**config.mk**
```make
export PLATFORM = sky130hd
export DESIGN_NAME = radio_channel_hop_selector_top
export DESIGN_NICKNAME = d
export VERILOG_FILES = /design/src/sv/rchs_pkg.sv /design/src/sv/radio_channel_hop_selector_top.sv /design/src/sv/rchs_ctrl.sv /design/src/sv/rchs_datapath.sv
export SDC_FILE = /design/constraint.sdc
export NUM_CORES = 1
export LEC_CHECK = 0
export ABC_AREA = 1
export BUFFER_PORTS_ARGS = -buffer_cell sky130_fd_sc_hd__buf_4
export CAP_MARGIN = 15
export CELL_PAD_IN_SITES_DETAIL_PLACEMENT = 2
export CELL_PAD_IN_SITES_GLOBAL_PLACEMENT = 2
export CORE_ASPECT_RATIO = 0.9
export CORE_MARGIN = 1
export CORE_UTILIZATION = 35
export DETAILED_ROUTE_END_ITERATION = 7
export PLACE_DENSITY = 0.9
export SLEW_MARGIN = 20
export SYNTH_ARGS = -nofsm -noshare
export SYNTH_HDL_FRONTEND = slang
export SYNTH_SLANG_ARGS = --single-unit
```
**constraint.sdc**
```tcl
create_clock -name clk -period 2.52 [get_ports clk]
set_input_delay 0.126 -clock clk [delete_from_list [all_inputs] [get_ports clk]]
set_output_delay 0.126 -clock clk [all_outputs]
set_load 0.01 [all_outputs]
```
**src/sv/rchs_pkg.sv**
```systemverilog
`timescale 1ns / 1ps
// Shared types and constants for the radio channel hop selector.
// No dependencies; used by rchs_ctrl, rchs_datapath and the top level.
package rchs_pkg;

  localparam int MAX_CHANNELS = 16;
  localparam int NUM_PEERS    = 10;

  localparam int RADIO_W = 2;
  localparam int CH_W    = 4;
  localparam int CNT_W   = 4;
  localparam int SEL_W   = 3;

  localparam logic [SEL_W-1:0] SEL_NONE = 3'b111;

  // action codes
  localparam logic [1:0] ACT_START = 2'd0;
  localparam logic [1:0] ACT_TICK  = 2'd1;
  localparam logic [1:0] ACT_FRAME = 2'd2;
  localparam logic [1:0] ACT_NONE  = 2'd3;

  // result kinds
  localparam logic KIND_RETUNE = 1'b0;
  localparam logic KIND_STATUS = 1'b1;

  // configuration register indexes
  localparam logic [1:0] CFG_FREE_TIME     = 2'd0;
  localparam logic [1:0] CFG_CHANNEL_COUNT = 2'd1;

  localparam logic [CNT_W-1:0] FREE_TIME_RESET     = 4'd5;
  localparam logic [4:0]       CHANNEL_COUNT_RESET = 5'd16;

  typedef enum logic [2:0] {
    S_IDLE,
    S_DISPATCH,
    S_START_EMIT,
    S_HOP_CHECK,
    S_SKIP,
    S_HOP_EMIT,
    S_COUNT,
    S_STATUS
  } state_t;

  typedef struct packed {
    logic capture;
    logic start_init;
    logic frame_apply;
    logic elect;
    logic i_clr;
    logic i_inc;
    logic j_clr;
    logic j_inc;
    logic hop_load;
    logic skip_step;
    logic hop_commit;
    logic count_up;
    logic emit;
    logic emit_kind;
    logic emit_last;
    logic emit_cur;
  } rchs_cmd_t;

  typedef struct packed {
    logic [1:0] action;
    logic       out_free;
    logic       hop_cur;
    logic       i_last;
    logic       j_last;
  } rchs_status_t;

endpackage

```
**src/sv/radio_channel_hop_selector_top.sv**
```systemverilog
`timescale 1ns / 1ps
// Top level of the radio channel hop selector: controller plus datapath.
// Depends on rchs_pkg, rchs_ctrl and rchs_datapath.
//
//  channel  | dir | handshake          | payload
//  ---------+-----+--------------------+----------------------------------
//  s_*      | in  | s_tvalid/s_tready  | tdata radio,peer; tuser action,sync
//  m_*      | out | m_tvalid/m_tready  | tdata radio,chan,main,backup; tuser kind
//  cfg_*    | in  | cfg_valid/cfg_ready| cfg_index, cfg_data
//
// One item at a time. A frame produces no result; a start emits one retune
// per radio; a tick emits one retune per hopping radio, then a status beat.
// The collision skip walks the other radios one per cycle through one read
// port of the channel registers. A stalled m_tready holds the sequencer at
// its next result. Reset is synchronous; config writes are always taken.
module radio_channel_hop_selector_top import rchs_pkg::*; #(
  parameter int NUM_RADIOS = 2
) (
  input  logic        clk,
  input  logic        rst,
  input  logic        s_tvalid,
  output logic        s_tready,
  input  logic [7:0]  s_tdata,   // [1:0] radio_index, [5:2] peer_id, [7:6] zero
  input  logic [2:0]  s_tuser,   // [1:0] action, [2] is_sync_frame
  output logic        m_tvalid,
  input  logic        m_tready,
  output logic [15:0] m_tdata,   // [1:0] tuned_radio, [5:2] channel_index,
                                 // [8:6] main_radio, [11:9] backup_radio, [15:12] zero
  output logic [0:0]  m_tuser,   // [0] kind
  output logic        m_tlast,
  input  logic        cfg_valid,
  output logic        cfg_ready,
  input  logic [1:0]  cfg_index,
  input  logic [4:0]  cfg_data
);

  rchs_cmd_t    cmd;
  rchs_status_t status;

  assign cfg_ready = 1'b1;

  rchs_ctrl u_ctrl (
    .clk      (clk),
    .rst      (rst),
    .in_valid (s_tvalid),
    .in_ready (s_tready),
    .status   (status),
    .cmd      (cmd)
  );

  rchs_datapath #(
    .NUM_RADIOS (NUM_RADIOS)
  ) u_datapath (
    .clk       (clk),
    .rst       (rst),
    .s_tdata   (s_tdata),
    .s_tuser   (s_tuser),
    .cfg_valid (cfg_valid),
    .cfg_index (cfg_index),
    .cfg_data  (cfg_data),
    .cmd       (cmd),
    .status    (status),
    .m_tvalid  (m_tvalid),
    .m_tready  (m_tready),
    .m_tdata   (m_tdata),
    .m_tuser   (m_tuser),
    .m_tlast   (m_tlast)
  );

`ifndef NO_ASSERTIONS
  // only one item in flight: an accepted beat drops ready for the next cycle
  a_one_in_flight: assert property (@(posedge clk) disable iff (rst)
    (s_tvalid && s_tready) |=> !s_tready)
    else $error("input accepted while previous item still in work");

  // a status beat always closes its item
  a_status_last: assert property (@(posedge clk) disable iff (rst)
    (m_tvalid && m_tuser[0] == KIND_STATUS) |-> m_tlast)
    else $error("status beat without last");

  // main and backup never name the same radio
  a_main_ne_backup: assert property (@(posedge clk) disable iff (rst)
    m_tvalid |-> (m_tdata[8:6] != m_tdata[11:9] || m_tdata[8:6] == SEL_NONE))
    else $error("main and backup radio are equal");

  // a chosen main always comes with a backup
  a_backup_with_main: assert property (@(posedge clk) disable iff (rst)
    (m_tvalid && m_tdata[8:6] != SEL_NONE) |-> (m_tdata[11:9] != SEL_NONE))
    else $error("main radio set without backup");
`endif

endmodule

```
**src/sv/rchs_ctrl.sv**
```systemverilog
`timescale 1ns / 1ps
// Sequencing state machine for the hop selector.
// Depends on rchs_pkg; drives rchs_datapath through rchs_cmd_t.
module rchs_ctrl import rchs_pkg::*; (
  input  logic         clk,
  input  logic         rst,
  input  logic         in_valid,
  output logic         in_ready,
  input  rchs_status_t status,
  output rchs_cmd_t    cmd
);

  state_t state;
  state_t state_next;

  always_ff @(posedge clk) begin
    if (rst) begin
      state <= S_IDLE;
    end else begin
      state <= state_next;
    end
  end

  always_comb begin
    state_next = state;
    cmd        = '0;
    in_ready   = 1'b0;
    unique case (state)
      S_IDLE: begin
        in_ready = 1'b1;
        if (in_valid) begin
          cmd.capture = 1'b1;
          state_next  = S_DISPATCH;
        end
      end
      S_DISPATCH: begin
        unique case (status.action)
          ACT_START: begin
            cmd.start_init = 1'b1;
            cmd.i_clr      = 1'b1;
            state_next     = S_START_EMIT;
          end
          ACT_TICK: begin
            cmd.elect  = 1'b1;
            cmd.i_clr  = 1'b1;
            state_next = S_HOP_CHECK;
          end
          ACT_FRAME: begin
            cmd.frame_apply = 1'b1;
            state_next      = S_IDLE;
          end
          default: begin
            state_next = S_IDLE;
          end
        endcase
      end
      S_START_EMIT: begin
        if (status.out_free) begin
          cmd.emit      = 1'b1;
          cmd.emit_kind = KIND_RETUNE;
          cmd.emit_last = status.i_last;
          if (status.i_last) begin
            state_next = S_IDLE;
          end else begin
            cmd.i_inc = 1'b1;
          end
        end
      end
      S_HOP_CHECK: begin
        if (status.hop_cur) begin
          cmd.hop_load = 1'b1;
          cmd.j_clr    = 1'b1;
          state_next   = S_SKIP;
        end else if (status.i_last) begin
          state_next = S_COUNT;
        end else begin
          cmd.i_inc = 1'b1;
        end
      end
      S_SKIP: begin
        cmd.skip_step = 1'b1;
        cmd.j_inc     = 1'b1;
        if (status.j_last) begin
          state_next = S_HOP_EMIT;
        end
      end
      S_HOP_EMIT: begin
        if (status.out_free) begin
          cmd.emit       = 1'b1;
          cmd.emit_kind  = KIND_RETUNE;
          cmd.emit_cur   = 1'b1;
          cmd.hop_commit = 1'b1;
          if (status.i_last) begin
            state_next = S_COUNT;
          end else begin
            cmd.i_inc  = 1'b1;
            state_next = S_HOP_CHECK;
          end
        end
      end
      S_COUNT: begin
        cmd.count_up = 1'b1;
        state_next   = S_STATUS;
      end
      S_STATUS: begin
        if (status.out_free) begin
          cmd.emit      = 1'b1;
          cmd.emit_kind = KIND_STATUS;
          cmd.emit_last = 1'b1;
          state_next    = S_IDLE;
        end
      end
      default: begin
        state_next = S_IDLE;
      end
    endcase
  end

endmodule

```
**src/sv/rchs_datapath.sv**
```systemverilog
`timescale 1ns / 1ps
// Radio state, config registers, election/hop logic and output register.
// Depends on rchs_pkg; controlled by rchs_ctrl.
module rchs_datapath import rchs_pkg::*; #(
  parameter int NUM_RADIOS = 2
) (
  input  logic         clk,
  input  logic         rst,
  input  logic [7:0]   s_tdata,
  input  logic [2:0]   s_tuser,
  input  logic         cfg_valid,
  input  logic [1:0]   cfg_index,
  input  logic [4:0]   cfg_data,
  input  rchs_cmd_t    cmd,
  output rchs_status_t status,
  output logic         m_tvalid,
  input  logic         m_tready,
  output logic [15:0]  m_tdata,
  output logic [0:0]   m_tuser,
  output logic         m_tlast
);

  localparam int IW = $clog2(NUM_RADIOS);

  // captured item
  logic [1:0]       act_q;
  logic [RADIO_W-1:0] radio_q;
  logic             sync_q;
  logic [3:0]       peer_q;

  logic [CNT_W-1:0] free_time;
  logic [4:0]       channel_count;

  logic [CH_W-1:0]  ch [NUM_RADIOS];
  logic [CNT_W-1:0] fc [NUM_RADIOS];
  logic [SEL_W-1:0] main_sel;
  logic [SEL_W-1:0] backup_sel;
  logic [NUM_RADIOS-1:0] hop;
  logic [IW-1:0]    ri;
  logic [IW-1:0]    rj;
  logic [CH_W-1:0]  cur_ch;

  logic             out_valid;
  logic             out_kind;
  logic [RADIO_W-1:0] out_radio;
  logic [CH_W-1:0]  out_ch;
  logic [SEL_W-1:0] out_main;
  logic [SEL_W-1:0] out_backup;
  logic             out_last;

  logic [4:0]       eff;
  logic [4:0]       quot;
  logic [7:0]       prod;
  logic [CH_W-1:0]  spread_ch [NUM_RADIOS];
  logic             found;
  logic [IW-1:0]    win;
  logic [IW-1:0]    bk;
  logic             do_elect;
  logic [SEL_W-1:0] new_main;
  logic [SEL_W-1:0] new_backup;
  logic [NUM_RADIOS-1:0] elect_hop;
  logic [IW-1:0]    rd_sel;
  logic [CH_W-1:0]  rd_ch;
  logic             frame_clear;

  function automatic logic [CH_W-1:0] advance(input logic [CH_W-1:0] c,
                                              input logic [4:0] n);
    logic [4:0] nx;
    nx = {1'b0, c} + 5'd1;
    return (nx >= n) ? '0 : nx[CH_W-1:0];
  endfunction

  always_comb begin
    eff = (channel_count > 5'(MAX_CHANNELS)) ? 5'(MAX_CHANNELS) : channel_count;
    // eff / NUM_RADIOS as a compare ladder over the few possible quotients
    quot = '0;
    for (int k = 1; k <= MAX_CHANNELS; k++) begin
      if (k * NUM_RADIOS <= int'(eff)) quot = 5'(k);
    end
    prod = '0;
    for (int k = 0; k < NUM_RADIOS; k++) begin
      prod         = {3'b000, quot} * 8'(NUM_RADIOS - 1 - k);
      spread_ch[k] = prod[CH_W-1:0];
    end

    found = 1'b0;
    win   = '0;
    for (int k = 0; k < NUM_RADIOS; k++) begin
      if (!found && fc[k] == free_time) begin
        found = 1'b1;
        win   = IW'(k);
      end
    end
    // backup ends up as the highest-numbered radio other than main
    bk         = (win == IW'(NUM_RADIOS - 1)) ? IW'(NUM_RADIOS - 2) : IW'(NUM_RADIOS - 1);
    do_elect   = (main_sel == SEL_NONE) && found;
    new_main   = do_elect ? SEL_W'(win) : main_sel;
    new_backup = do_elect ? SEL_W'(bk) : backup_sel;
    for (int k = 0; k < NUM_RADIOS; k++) begin
      elect_hop[k] = (do_elect && IW'(k) != win) ||
                     (fc[k] == '0 && new_main != SEL_W'(k) && new_backup != SEL_W'(k));
    end

    rd_sel = cmd.skip_step ? rj : ri;
    rd_ch  = ch[rd_sel];

    frame_clear = (int'(radio_q) < NUM_RADIOS) && !(sync_q && int'(peer_q) < NUM_PEERS);
  end

  always_ff @(posedge clk) begin
    if (cmd.capture) begin
      act_q   <= s_tuser[1:0];
      sync_q  <= s_tuser[2];
      radio_q <= s_tdata[1:0];
      peer_q  <= s_tdata[5:2];
    end
  end

  always_ff @(posedge clk) begin
    if (rst) begin
      free_time     <= FREE_TIME_RESET;
      channel_count <= CHANNEL_COUNT_RESET;
      for (int k = 0; k < NUM_RADIOS; k++) begin
        ch[k] <= '0;
        fc[k] <= CNT_W'(1);
      end
      main_sel   <= SEL_NONE;
      backup_sel <= SEL_NONE;
      hop        <= '0;
      ri         <= '0;
      rj         <= '0;
      out_valid  <= 1'b0;
    end else begin
      if (cfg_valid) begin
        case (cfg_index)
          CFG_FREE_TIME:     free_time     <= cfg_data[CNT_W-1:0];
          CFG_CHANNEL_COUNT: channel_count <= cfg_data;
          default: ;
        endcase
      end

      if (cmd.start_init) begin
        for (int k = 0; k < NUM_RADIOS; k++) begin
          ch[k] <= spread_ch[k];
          fc[k] <= CNT_W'(1);
        end
        main_sel   <= SEL_NONE;
        backup_sel <= SEL_NONE;
      end

      if (cmd.frame_apply && frame_clear) begin
        fc[radio_q[IW-1:0]] <= '0;
      end

      if (cmd.elect) begin
        main_sel   <= new_main;
        backup_sel <= new_backup;
        hop        <= elect_hop;
        for (int k = 0; k < NUM_RADIOS; k++) begin
          if (do_elect && IW'(k) != win) ch[k] <= spread_ch[k];
        end
      end

      if (cmd.i_clr) ri <= '0;
      else if (cmd.i_inc) ri <= ri + IW'(1);
      if (cmd.j_clr) rj <= '0;
      else if (cmd.j_inc) rj <= rj + IW'(1);

      if (cmd.hop_commit) ch[ri] <= cur_ch;

      if (cmd.count_up) begin
        for (int k = 0; k < NUM_RADIOS; k++) begin
          if (fc[k] < free_time) fc[k] <= fc[k] + CNT_W'(1);
        end
      end

      if (cmd.emit) out_valid <= 1'b1;
      else if (m_tready) out_valid <= 1'b0;
    end
  end

  // working channel of the hopping radio; skips past others in index order
  always_ff @(posedge clk) begin
    if (cmd.hop_load) begin
      cur_ch <= advance(rd_ch, eff);
    end else if (cmd.skip_step && rj != ri && cur_ch == rd_ch) begin
      cur_ch <= advance(cur_ch, eff);
    end
  end

  always_ff @(posedge clk) begin
    if (cmd.emit) begin
      out_kind   <= cmd.emit_kind;
      out_last   <= cmd.emit_last;
      out_main   <= main_sel;
      out_backup <= backup_sel;
      if (cmd.emit_kind == KIND_STATUS) begin
        out_radio <= '0;
        out_ch    <= '0;
      end else begin
        out_radio <= RADIO_W'(ri);
        out_ch    <= cmd.emit_cur ? cur_ch : rd_ch;
      end
    end
  end

  assign status.action   = act_q;
  assign status.out_free = !out_valid || m_tready;
  assign status.hop_cur  = hop[ri];
  assign status.i_last   = (ri == IW'(NUM_RADIOS - 1));
  assign status.j_last   = (rj == IW'(NUM_RADIOS - 1));

  assign m_tvalid = out_valid;
  assign m_tdata  = {4'b0000, out_backup, out_main, out_ch, out_radio};
  assign m_tuser  = out_kind;
  assign m_tlast  = out_last;

endmodule

```
==> results.py, run 1 <==
metrics = {
    "status": {
        "status": "finished, final reports clean",
    },
    "critical_path": {
        "end_kind": "register",
        "worst_r2r_startpoint": "u_ctrl.state[0]",
        "crit_top_cell": "nand3_1",
        "timing.setup.critical_path_class": "reg2reg",
        "rrSetupSlack_ns": 0.10,
        "critical-path-top-delay-family": "simple AND/OR/NAND/NOR gates",
        "timing.critical_path.buf_inv": 0,
        "worst_reg_to_reg_cells": 12,
        "critical_path.startpoint_type": "register",
        "critical-path-max-stage-delay_ns": 0.33,
        "r2r-end": "u_datapath.cur_ch[1]",
        "highest_delay_cell_along_the_critical_path": "dfxtp_1",
        "cp_cell_sequence": "nor2_4, nand2_4, nand2_4, nand3_1, nand2_2, ha_4, nand3_1, nor2_1, ha_1, a211oi_4, nand3_1, nand2_1",
        "critPathMaxFanout": 6,
        "worstPathArrival_ns": 2.62,
        "required_ns": 2.72,
    },
    "routing": {
        "ant_nets": 0,
        "wl_met3_um": 645,
        "highest-signal-layer": "met4",
        "m1WireLength_mm": 5.48,
        "met2RoutedLength_mm": 6.93,
        "drt_first_pass_iters": 4,
        "drt-initial-drc-count": 172,
        "drc_errors": 0,
        "post_drt_wl_per_cell_um": 21.8,
        "avgViaCountPerCell": 5.45,
        "via_count": 3408,
        "total_wire_length_after_detailed_routing_mm": 13.6,
    },
    "timing": {
        "tightestPinTransition_ns": 0.570,
        "finalHoldViolCount": 0,
        "timing.final.crit_share_pct": 95.9,
        "skew_ns": 0.0127,
        "post-route-worst-setup-slack_ns": 0.103,
        "maxSlewHeadroom_pct": 61.7,
        "max_clock_freq_ghz": 0.414,
        "fin_crit_ns": 2.42,
        "timing_max_transition_violations_final": 0,
        "timing.hold.ws_ns": 0.0392,
        "setup_repair_after_global_routing_missed_its_margin": "no",
        "setup-tns-final_ns": 0,
        "setup-violations-final": 0,
    },
    "synth": {
        "synth.largest_area_cell": "edfxtp_1",
        "synth_seq_cells": 64,
        "netlist_area_um2": 3610,
        "synthTopCellsByArea": "edfxtp_1 27%, dfxtp_1 17%, nand2_1 8.0%",
        "seq_area_frac_synth_pct": 44.6,
        "synthArstFlopShare_pct": 0,
        "synth_cell_types": 42,
        "postSynthAreaPerCell_um2": 8.29,
        "synthesis.instances": 436,
        "synth_ff_type": "edfxtp_1",
        "synth-edff-count": 33,
        "proportion_of_netlist_area_held_by_the_largest_area_contributor_pct": 27.4,
        "number_of_synthesis_warnings": 0,
    },
    "power": {
        "power_uw": 3630,
        "power_density_nw_per_um2": 811,
        "max-vdd-ir-drop_v": 0.000429,
        "comb_power_share_pct": 28.2,
        "switching_power_uw": 1250,
        "cellLeakagePower_uw": 0.00203,
        "cell_internal_pwr_uw": 2380,
        "swShare_pct": 34.4,
        "part_of_the_power_in_the_clock_network_pct": 35.2,
        "seq_power_share_pct": 36.7,
    },
    "worst_hold_path": {
        "min-delay-start": "cfg_data[2]",
        "min-delay-path-class": "in2reg",
        "whs_path_depth": 3,
        "timing.hold.worst_endpoint": "u_datapath.free_time[2]",
    },
    "global_routing": {
        "grt_antenna_before_repair": 0,
        "first_pass_grt_wire_length_mm": 21.3,
        "first_global_vias": 3800,
        "grt.overflow.total": 0,
        "grt_max_degree": 14,
        "globalRouteTotalUtil_pct": 27.1,
    },
    "clock_tree": {
        "clock_sinks": 64,
        "cts.repair_timing.setup_buffer_count": 0,
        "max-clock-path-buffers": 2,
        "tritoncts": "built",
        "clkTransAtPathRegs_ns": 0.06,
        "number_of_buffers_created_by_cts": 9,
        "cts-htree-levels": 3,
        "clk-insertion-delay-late_ns": 0.34,
        "clk_root_buffer_cell": "clkbuf_16",
    },
    "floorplan": {
        "die_area_um2": 10700,
        "width_of_the_die_um": 109,
        "placementRows": 34,
        "core_um2": 9870,
        "io_pins": 44,
        "die_y_um": 98.4,
        "initial_core_util_pct": 36.6,
    },
    "place": {
        "io_buffers": 34,
        "dpl_worst_slack_ns": -0.0476,
        "place.gp.congestion": 0.790,
        "dp.final_hpwl_mm": 8.40,
    },
    "finish": {
        "n_antenna_cell": 0,
        "num-nets-final": 540,
        "final_layout_size_suffix_gt1_share_pct": 17.2,
        "mostFrequentLayoutCell": "nand2_1",
        "layout_area_growth_over_synthesis_pct": 23.7,
        "utilization_pct": 45.3,
        "final_cell_mix": "73 x nand2_1, 67 x inv_1, 48 x buf_4",
    },
    "flow_run": {
        "drv_cap": 0,
    },
}
metal layers:
layer | vias to the layer above | track usage [%]
met5 | - | 0
met3 | 39 | 6.54
met2 | 105 | 47.8
met4 | 0 | 11.9
met1 | 1691 | 30.7
li1 | 1573 | -
stage by stage:
stage	cells	area [um^2]
global route	625	4470
global placement	602	4060
CTS	625	4450
floorplan	440	3630
finish	625	4470
detailed placement	602	4060
cell type report:
cell class / count / area (um^2)
Timing Repair Buffer: 56 / 440
Clock inverter: 4 / 46.3
Multi-Input combinational cell: 294 / 1710
Sequential cell: 64 / 1610
Fill cell: 1085 / 5400
Tap cell: 126 / 158
Inverter: 70 / 263
Clock buffer: 11 / 243
synthesized netlist by cell type (4+ instances only):
library cell  instances
nand2_1              77
inv_1                67
edfxtp_1             33
nor2_1               33
o21ai_0              32
dfxtp_1              31
nand3_1              31
a21oi_1              24
ha_1                 22
buf_4                10
nand4_1              10
nor3_1               10
o211ai_1              9
nand2_2               4
nor2_4                4
xor2_1                4
power groups by stage:
stage | clock (uW) | combinational (uW) | sequential, uW
after floorplan | 0 | 567 | 1330
after global placement | 0 | 829 | 1320
after detailed placement | 0 | 903 | 1340
after CTS | 1260 | 986 | 1320
after global routing | 1330 | 1120 | 1340
final | 1280 | 1020 | 1330
cell families after synthesis:
family                     share of synthesized area, %
and+or+nand+nor                                    24.8
other                                             0.208
AOI/OAI and AO/OA                                  12.0
buffers and inverters                              9.59
xor gates and xnor gates                           1.21
DFF                                                44.6
adders and majority gates                          7.62
timing repair:
action	in CTS	in global routing
endpoints found under the setup margin	4	4
hold buffers	8	0
gates resized for setup	3	6
cloned	0	0
pin swaps	0	2
hold endpoints to repair	8	0
state kept, by name, summed over array words and instances, names as in the netlist, 2 cells and up:
register and count:
u_datapath.backup_sel 3, u_datapath.out_main 3, u_datapath.free_time 4, u_datapath.hop 2
u_datapath.ch 8, u_datapath.radio_q 2, u_datapath.fc 8, u_datapath.main_sel 3
u_datapath.channel_count 5, u_datapath.out_ch 4, u_datapath.cur_ch 4, u_datapath.act_q 2
u_ctrl.state 3, u_datapath.peer_q 3, u_datapath.out_backup 3
how the worst max path moves through the flow:
stage	from	endpoint	slack (ns)	cells past startpoint
floorplan	u_ctrl.state[1]	u_datapath.cur_ch[0]	0.24	16
global placement	u_ctrl.state[1]	u_datapath.cur_ch[3]	0.24	15
detailed placement	u_ctrl.state[1]	u_datapath.cur_ch[1]	-0.05	15
CTS	u_ctrl.state[1]	u_datapath.cur_ch[1]	0.03	15
global route	u_ctrl.state[0]	u_datapath.cur_ch[1]	0.02	15
finish	u_ctrl.state[0]	u_datapath.cur_ch[1]	0.10	12
worst reg2reg max path, stage by stage (launching register included):
cell and delay (ns):
dfxtp_1 0.33, nor2_4 0.17, nand2_4 0.10, nand2_4 0.12, nand3_1 0.15, nand2_2 0.15, ha_4 0.15, nand3_1 0.11
nor2_1 0.15, ha_1 0.30, a211oi_4 0.32, nand3_1 0.13, nand2_1 0.09
Note: power is estimated with default switching activity, not from simulation.
==> run 2, diff against run 1 <==
- CORE_UTILIZATION: 35 -> 37
- PLACE_DENSITY: 0.9 -> 0.94
- clock period: 2.52 -> 3 ns (I/O delays scaled with it)
==> run 2 against run 1 <==
  * Core utilization rose by 0.64 points
  * Register-to-register slack better by 0.15 ns
  * Via count down 2.2%
  * Global-route usage is 0.24 points lower
  * Flip-flop and latch count unchanged
  * Hold slack got worse by 0.022 ns
==> results.py, run 2 (same netlist as run 1, synthesis figures left out) <==
metrics = {
    "clock_tree": {
        "cts.repair_timing.setup_buffer_count": 0,
        "cts-htree-levels": 3,
        "number_of_buffers_created_by_cts": 9,
        "clk-insertion-delay-late_ns": 0.36,
        "clkTransAtPathRegs_ns": 0.08,
        "clock_sinks": 64,
        "max-clock-path-buffers": 2,
        "clk_root_buffer_cell": "clkbuf_8",
        "tritoncts": "built",
    },
    "critical_path": {
        "critical-path-max-stage-delay_ns": 0.39,
        "worstPathArrival_ns": 2.97,
        "end_kind": "register",
        "critical-path-top-delay-family": "simple AND/OR/NAND/NOR gates",
        "worst_r2r_startpoint": "u_ctrl.state[1]",
        "critical_path.startpoint_type": "register",
        "timing.setup.critical_path_class": "reg2reg",
        "highest_delay_cell_along_the_critical_path": "dfxtp_2",
        "cp_cell_sequence": "nor2_4, nand2_2, nand2_2, nand2_2, nand2_1, nand2_1, ha_1, ha_1, o21ai_0, nand2_1, o211ai_1, inv_1, nand2_2, nand3_1, nand2_1",
        "rrSetupSlack_ns": 0.26,
        "worst_reg_to_reg_cells": 15,
        "critPathMaxFanout": 8,
        "r2r-end": "u_datapath.cur_ch[3]",
        "required_ns": 3.23,
        "timing.critical_path.buf_inv": 1,
    },
    "floorplan": {
        "io_pins": 44,
        "core_um2": 9290,
        "initial_core_util_pct": 38.9,
        "die_area_um2": 10200,
        "placementRows": 33,
        "width_of_the_die_um": 106,
        "die_y_um": 95.8,
    },
    "global_routing": {
        "grt.overflow.total": 0,
        "first_global_vias": 3868,
        "grt_antenna_before_repair": 0,
        "first_pass_grt_wire_length_mm": 20.4,
        "globalRouteTotalUtil_pct": 26.9,
        "grt_max_degree": 18,
    },
    "timing": {
        "setup-violations-final": 0,
        "finalHoldViolCount": 0,
        "timing_max_transition_violations_final": 0,
        "setup_repair_after_global_routing_missed_its_margin": "no",
        "maxSlewHeadroom_pct": 57.6,
        "fin_crit_ns": 2.74,
        "setup-tns-final_ns": 0,
        "tightestPinTransition_ns": 0.635,
        "max_clock_freq_ghz": 0.364,
        "timing.final.crit_share_pct": 91.5,
        "skew_ns": 0.0126,
    },
    "finish": {
        "n_antenna_cell": 0,
        "layout_area_growth_over_synthesis_pct": 18.1,
        "num-nets-final": 530,
        "utilization_pct": 45.9,
        "mostFrequentLayoutCell": "nand2_1",
        "layout_top_registers": "u_datapath.ch: 8 flops, u_datapath.fc: 8 flops, u_datapath.channel_count: 5 flops",
        "count_of_placed_standard_cells_in_the_final_layout_fillers_left_out": 612,
        "final_layout_size_suffix_gt1_share_pct": 15.9,
        "final_cell_mix": "76 x nand2_1, 67 x inv_1, 38 x buf_4",
    },
    "place": {
        "dp.final_hpwl_mm": 8.94,
        "place.detailed.instances": 588,
        "place.gp.congestion": 0.796,
        "io_buffers": 34,
    },
    "routing": {
        "drt-initial-drc-count": 135,
        "drc_errors": 0,
        "avgViaCountPerCell": 5.45,
        "via_count": 3334,
        "drt_first_pass_iters": 4,
        "ant_nets": 0,
        "post_drt_wl_per_cell_um": 20.9,
        "total_wire_length_after_detailed_routing_mm": 12.8,
    },
    "worst_hold_path": {
        "whs_path_depth": 3,
        "min-delay-path-class": "in2reg",
        "min-delay-start": "cfg_data[0]",
        "timing.hold.worst_endpoint": "u_datapath.free_time[0]",
    },
    "flow_run": {
        "drv_cap": 0,
    },
    "status": {
        "status": "finished, final reports clean",
    },
    "power": {
        "max-vdd-ir-drop_v": 0.000247,
        "power_density_nw_per_um2": 624,
        "cellLeakagePower_uw": 0.00193,
        "power_uw": 2660,
    },
}
[run 2: worst max-delay path by stage]
stage                                 endpoint  slack, ns            start  cells past startpoint
after CTS                 u_datapath.cur_ch[3]       0.07  u_ctrl.state[2]                     14
after floorplan           u_datapath.cur_ch[0]       0.72  u_ctrl.state[1]                     16
after detailed placement  u_datapath.cur_ch[3]       0.21  u_ctrl.state[2]                     14
final                     u_datapath.cur_ch[3]       0.26  u_ctrl.state[1]                     15
after global routing      u_datapath.cur_ch[3]       0.03  u_ctrl.state[1]                     15
after global placement    u_datapath.cur_ch[3]       0.50  u_ctrl.state[2]                     14
[run 2: final cells by class]
type / count / area, um^2
Timing Repair Buffer: 46 / 365
Sequential cell: 64 / 1620
Clock buffer: 10 / 138
Tap cell: 122 / 153
Clock inverter: 6 / 58.8
Multi-Input combinational cell: 294 / 1670
Fill cell: 1032 / 5020
Inverter: 70 / 263
[run 2: layer usage]
layer	track usage, %	vias up	part of all wire (%)
met5	0	-	0
met4	13.8	0	4.1
met3	6.09	51	4.4
met2	50.9	111	52
met1	28.2	1633	39
li1	-	1539	-
[run 2: timing repair]
item	4_1_cts	5_1_grt
setup endpoints to repair	0	4
gates resized for setup	0	5
hold buffers	8	0
endpoints found under the hold margin	8	0
[run 2: report_power, final]
group,total (uW),internal (uW),switching [uW]
sequential,1140,1050,88.9
clock,767,400,366
combinational,759,248,512
[run 2: worst register-to-register path: stages (launching register included)]
cell	delay, ns
dfxtp_2	0.39
nor2_4	0.14
nand2_2	0.10
nand2_2	0.15
nand2_2	0.12
nand2_1	0.12
nand2_1	0.14
ha_1	0.36
ha_1	0.28
o21ai_0	0.11
nand2_1	0.14
o211ai_1	0.19
inv_1	0.08
nand2_2	0.11
nand3_1	0.10
nand2_1	0.08
[run 2: metrics by stage]
step           setup slack, ns  area [um^2]  hold slack, ns
6_report                 0.256         4270          0.0171
2_1_floorplan            0.718         3630           0.249
4_1_cts                 0.0703         4260          0.0119
3_5_place_dp             0.211         3980           0.330
5_1_grt                 0.0254         4270          0.0323
3_3_place_gp             0.501         3980           0.329
==> run 3, diff against run 2 <==
- SETUP_SLACK_MARGIN: not set -> 0.4
==> run 3 against run 2 <==
  * Register-to-register slack improved by 0.25 ns
  * Setup slack improved by 0.25 ns
  * Non-clock buffer count rose by 4
  * Critical endpoint unchanged
  * Largest cell class unchanged
==> results.py, run 3 (same netlist as run 1, synthesis figures left out) <==
metrics = {
    "floorplan": {
        "die_y_um": 95.8,
        "core_um2": 9290,
        "placementRows": 33,
        "width_of_the_die_um": 106,
        "initial_core_util_pct": 38.9,
        "die_area_um2": 10200,
        "io_pins": 44,
    },
    "power": {
        "power_density_nw_per_um2": 630,
        "seq_power_share_pct": 41.4,
        "cellLeakagePower_uw": 0.00196,
        "comb_power_share_pct": 30.5,
        "cell_internal_pwr_uw": 1740,
        "max-vdd-ir-drop_v": 0.000250,
        "switching_power_uw": 1020,
        "part_of_the_power_in_the_clock_network_pct": 28.0,
        "swShare_pct": 37.0,
    },
    "timing": {
        "fin_crit_ns": 2.50,
        "tightestPinTransition_ns": 0.605,
        "setup-tns-final_ns": 0,
        "timing.final.crit_share_pct": 83.2,
        "finalHoldViolCount": 0,
        "setup-violations-final": 0,
        "maxSlewHeadroom_pct": 59.6,
        "timing_max_transition_violations_final": 0,
        "setup_repair_after_global_routing_missed_its_margin": "no",
        "skew_ns": 0.0135,
        "max_clock_freq_ghz": 0.401,
    },
    "critical_path": {
        "critPathMaxFanout": 7,
        "required_ns": 3.23,
        "critical_path.startpoint_type": "register",
        "worst_r2r_startpoint": "u_ctrl.state[0]",
        "end_kind": "register",
        "r2r-end": "u_datapath.cur_ch[3]",
        "worstPathArrival_ns": 2.72,
        "worst_reg_to_reg_cells": 15,
        "rrSetupSlack_ns": 0.50,
        "timing.setup.critical_path_class": "reg2reg",
    },
    "routing": {
        "post_drt_wl_per_cell_um": 21.7,
        "drt_first_pass_iters": 4,
        "via_count": 3398,
        "ant_nets": 0,
        "drc_errors": 0,
        "total_wire_length_after_detailed_routing_mm": 13.3,
        "avgViaCountPerCell": 5.52,
        "drt-initial-drc-count": 181,
    },
    "clock_tree": {
        "cts-htree-levels": 3,
        "tritoncts": "built",
        "number_of_buffers_created_by_cts": 9,
        "clk-insertion-delay-late_ns": 0.36,
        "clkTransAtPathRegs_ns": 0.08,
        "clock_sinks": 64,
        "max-clock-path-buffers": 2,
        "clk_root_buffer_cell": "clkbuf_8",
    },
    "worst_hold_path": {
        "min-delay-start": "cfg_data[0]",
        "min-delay-path-class": "in2reg",
        "timing.hold.worst_endpoint": "u_datapath.free_time[0]",
        "whs_path_depth": 3,
    },
    "finish": {
        "layout_top_registers": "u_datapath.ch: 8 flops, u_datapath.fc: 8 flops, u_datapath.channel_count: 5 flops",
        "final_cell_mix": "72 x nand2_1, 67 x inv_1, 42 x buf_4",
        "layout_area_growth_over_synthesis_pct": 21.1,
        "final_layout_size_suffix_gt1_share_pct": 18.0,
        "num-nets-final": 534,
        "count_of_placed_standard_cells_in_the_final_layout_fillers_left_out": 616,
        "n_antenna_cell": 0,
        "mostFrequentLayoutCell": "nand2_1",
        "n_fill_cell": 1020,
    },
    "flow_run": {
        "drv_cap": 0,
    },
    "status": {
        "status": "finished, final reports clean",
    },
    "place": {
        "io_buffers": 34,
        "dp.final_hpwl_mm": 8.94,
        "place.detailed.instances": 588,
        "place.gp.congestion": 0.796,
    },
    "global_routing": {
        "grt_antenna_before_repair": 0,
        "first_global_vias": 3856,
        "first_pass_grt_wire_length_mm": 20.3,
        "globalRouteTotalUtil_pct": 26.8,
        "grt_max_degree": 18,
        "grt.overflow.total": 0,
    },
}
[run 3: cell types whose count changed in the layout (fill, tap and decap cells not counted), sizes merged]
cell and change:
buf +4
[run 3: power groups by stage]
stage / clock network (uW) / registers, uW / logic, uW
finish: 772 / 1140 / 841
global route: 817 / 1150 / 915
CTS: 772 / 1130 / 778
detailed placement: 0 / 1140 / 717
global placement: 0 / 1130 / 636
floorplan: 0 / 1120 / 477
[run 3: worst max-delay path by stage]
stage	from	cells past startpoint	to	slack, ns
6_report	u_ctrl.state[0]	15	u_datapath.cur_ch[3]	0.50
5_1_grt	u_ctrl.state[0]	15	u_datapath.cur_ch[3]	0.38
4_1_cts	u_ctrl.state[1]	15	u_datapath.cur_ch[3]	0.40
3_5_place_dp	u_ctrl.state[2]	14	u_datapath.cur_ch[3]	0.21
3_3_place_gp	u_ctrl.state[2]	14	u_datapath.cur_ch[3]	0.50
2_1_floorplan	u_ctrl.state[1]	16	u_datapath.cur_ch[0]	0.72
[run 3: critical path, stage by stage, from the launching register on]
cell and delay, ns:
dfxtp_4 0.38, nor2_4 0.17, nand2_4 0.10, nand2_4 0.12, nand2_4 0.10, nand2_4 0.09
nand2_4 0.08, ha_4 0.26, ha_1 0.28, o21ai_2 0.07, nand2_1 0.11, o211ai_1 0.20
inv_1 0.08, nand2_2 0.11, nand3_1 0.12, nand2_1 0.09
[run 3: per-layer routing]
metal | vias to the layer above | share of wire (%) | GRT usage, %
met1 | 1716 | 41 | 28.5
met4 | 0 | 3.6 | 13.9
met5 | - | 0 | 0
met3 | 35 | 3.0 | 6.03
li1 | 1550 | - | -
met2 | 97 | 52 | 50.0
[run 3: layout make-up]
type | instances | area (um^2) | area share [%]
Multi-Input combinational cell | 294 | 1750 | 39.9
Sequential cell | 64 | 1620 | 37.1
Timing Repair Buffer | 50 | 395 | 9.04
Inverter | 70 | 263 | 6.01
Tap cell | 122 | 153 | 3.49
Clock buffer | 10 | 138 | 3.15
Clock inverter | 6 | 58.8 | 1.34
[run 3: what timing repair did]
item	in CTS	in global routing
endpoints found under the setup margin	4	4
buffers inserted	0	4
endpoints found under the hold margin	8	0
resized for setup	12	12
pin swaps	0	8
hold buffers	8	0
[run 3: through the flow]
step	worst slack [ns]	hold slack, ns	area, um^2	util (%)	total power, uW
global route	0.378	0.0300	4380	47.1	2880
finish	0.503	0.0167	4380	47.1	2750
CTS	0.402	0.0119	4310	46.4	2680
detailed placement	0.211	0.330	3980	42.9	1860
floorplan	0.718	0.249	3630	-	1590
global placement	0.501	0.329	3980	42.9	1770
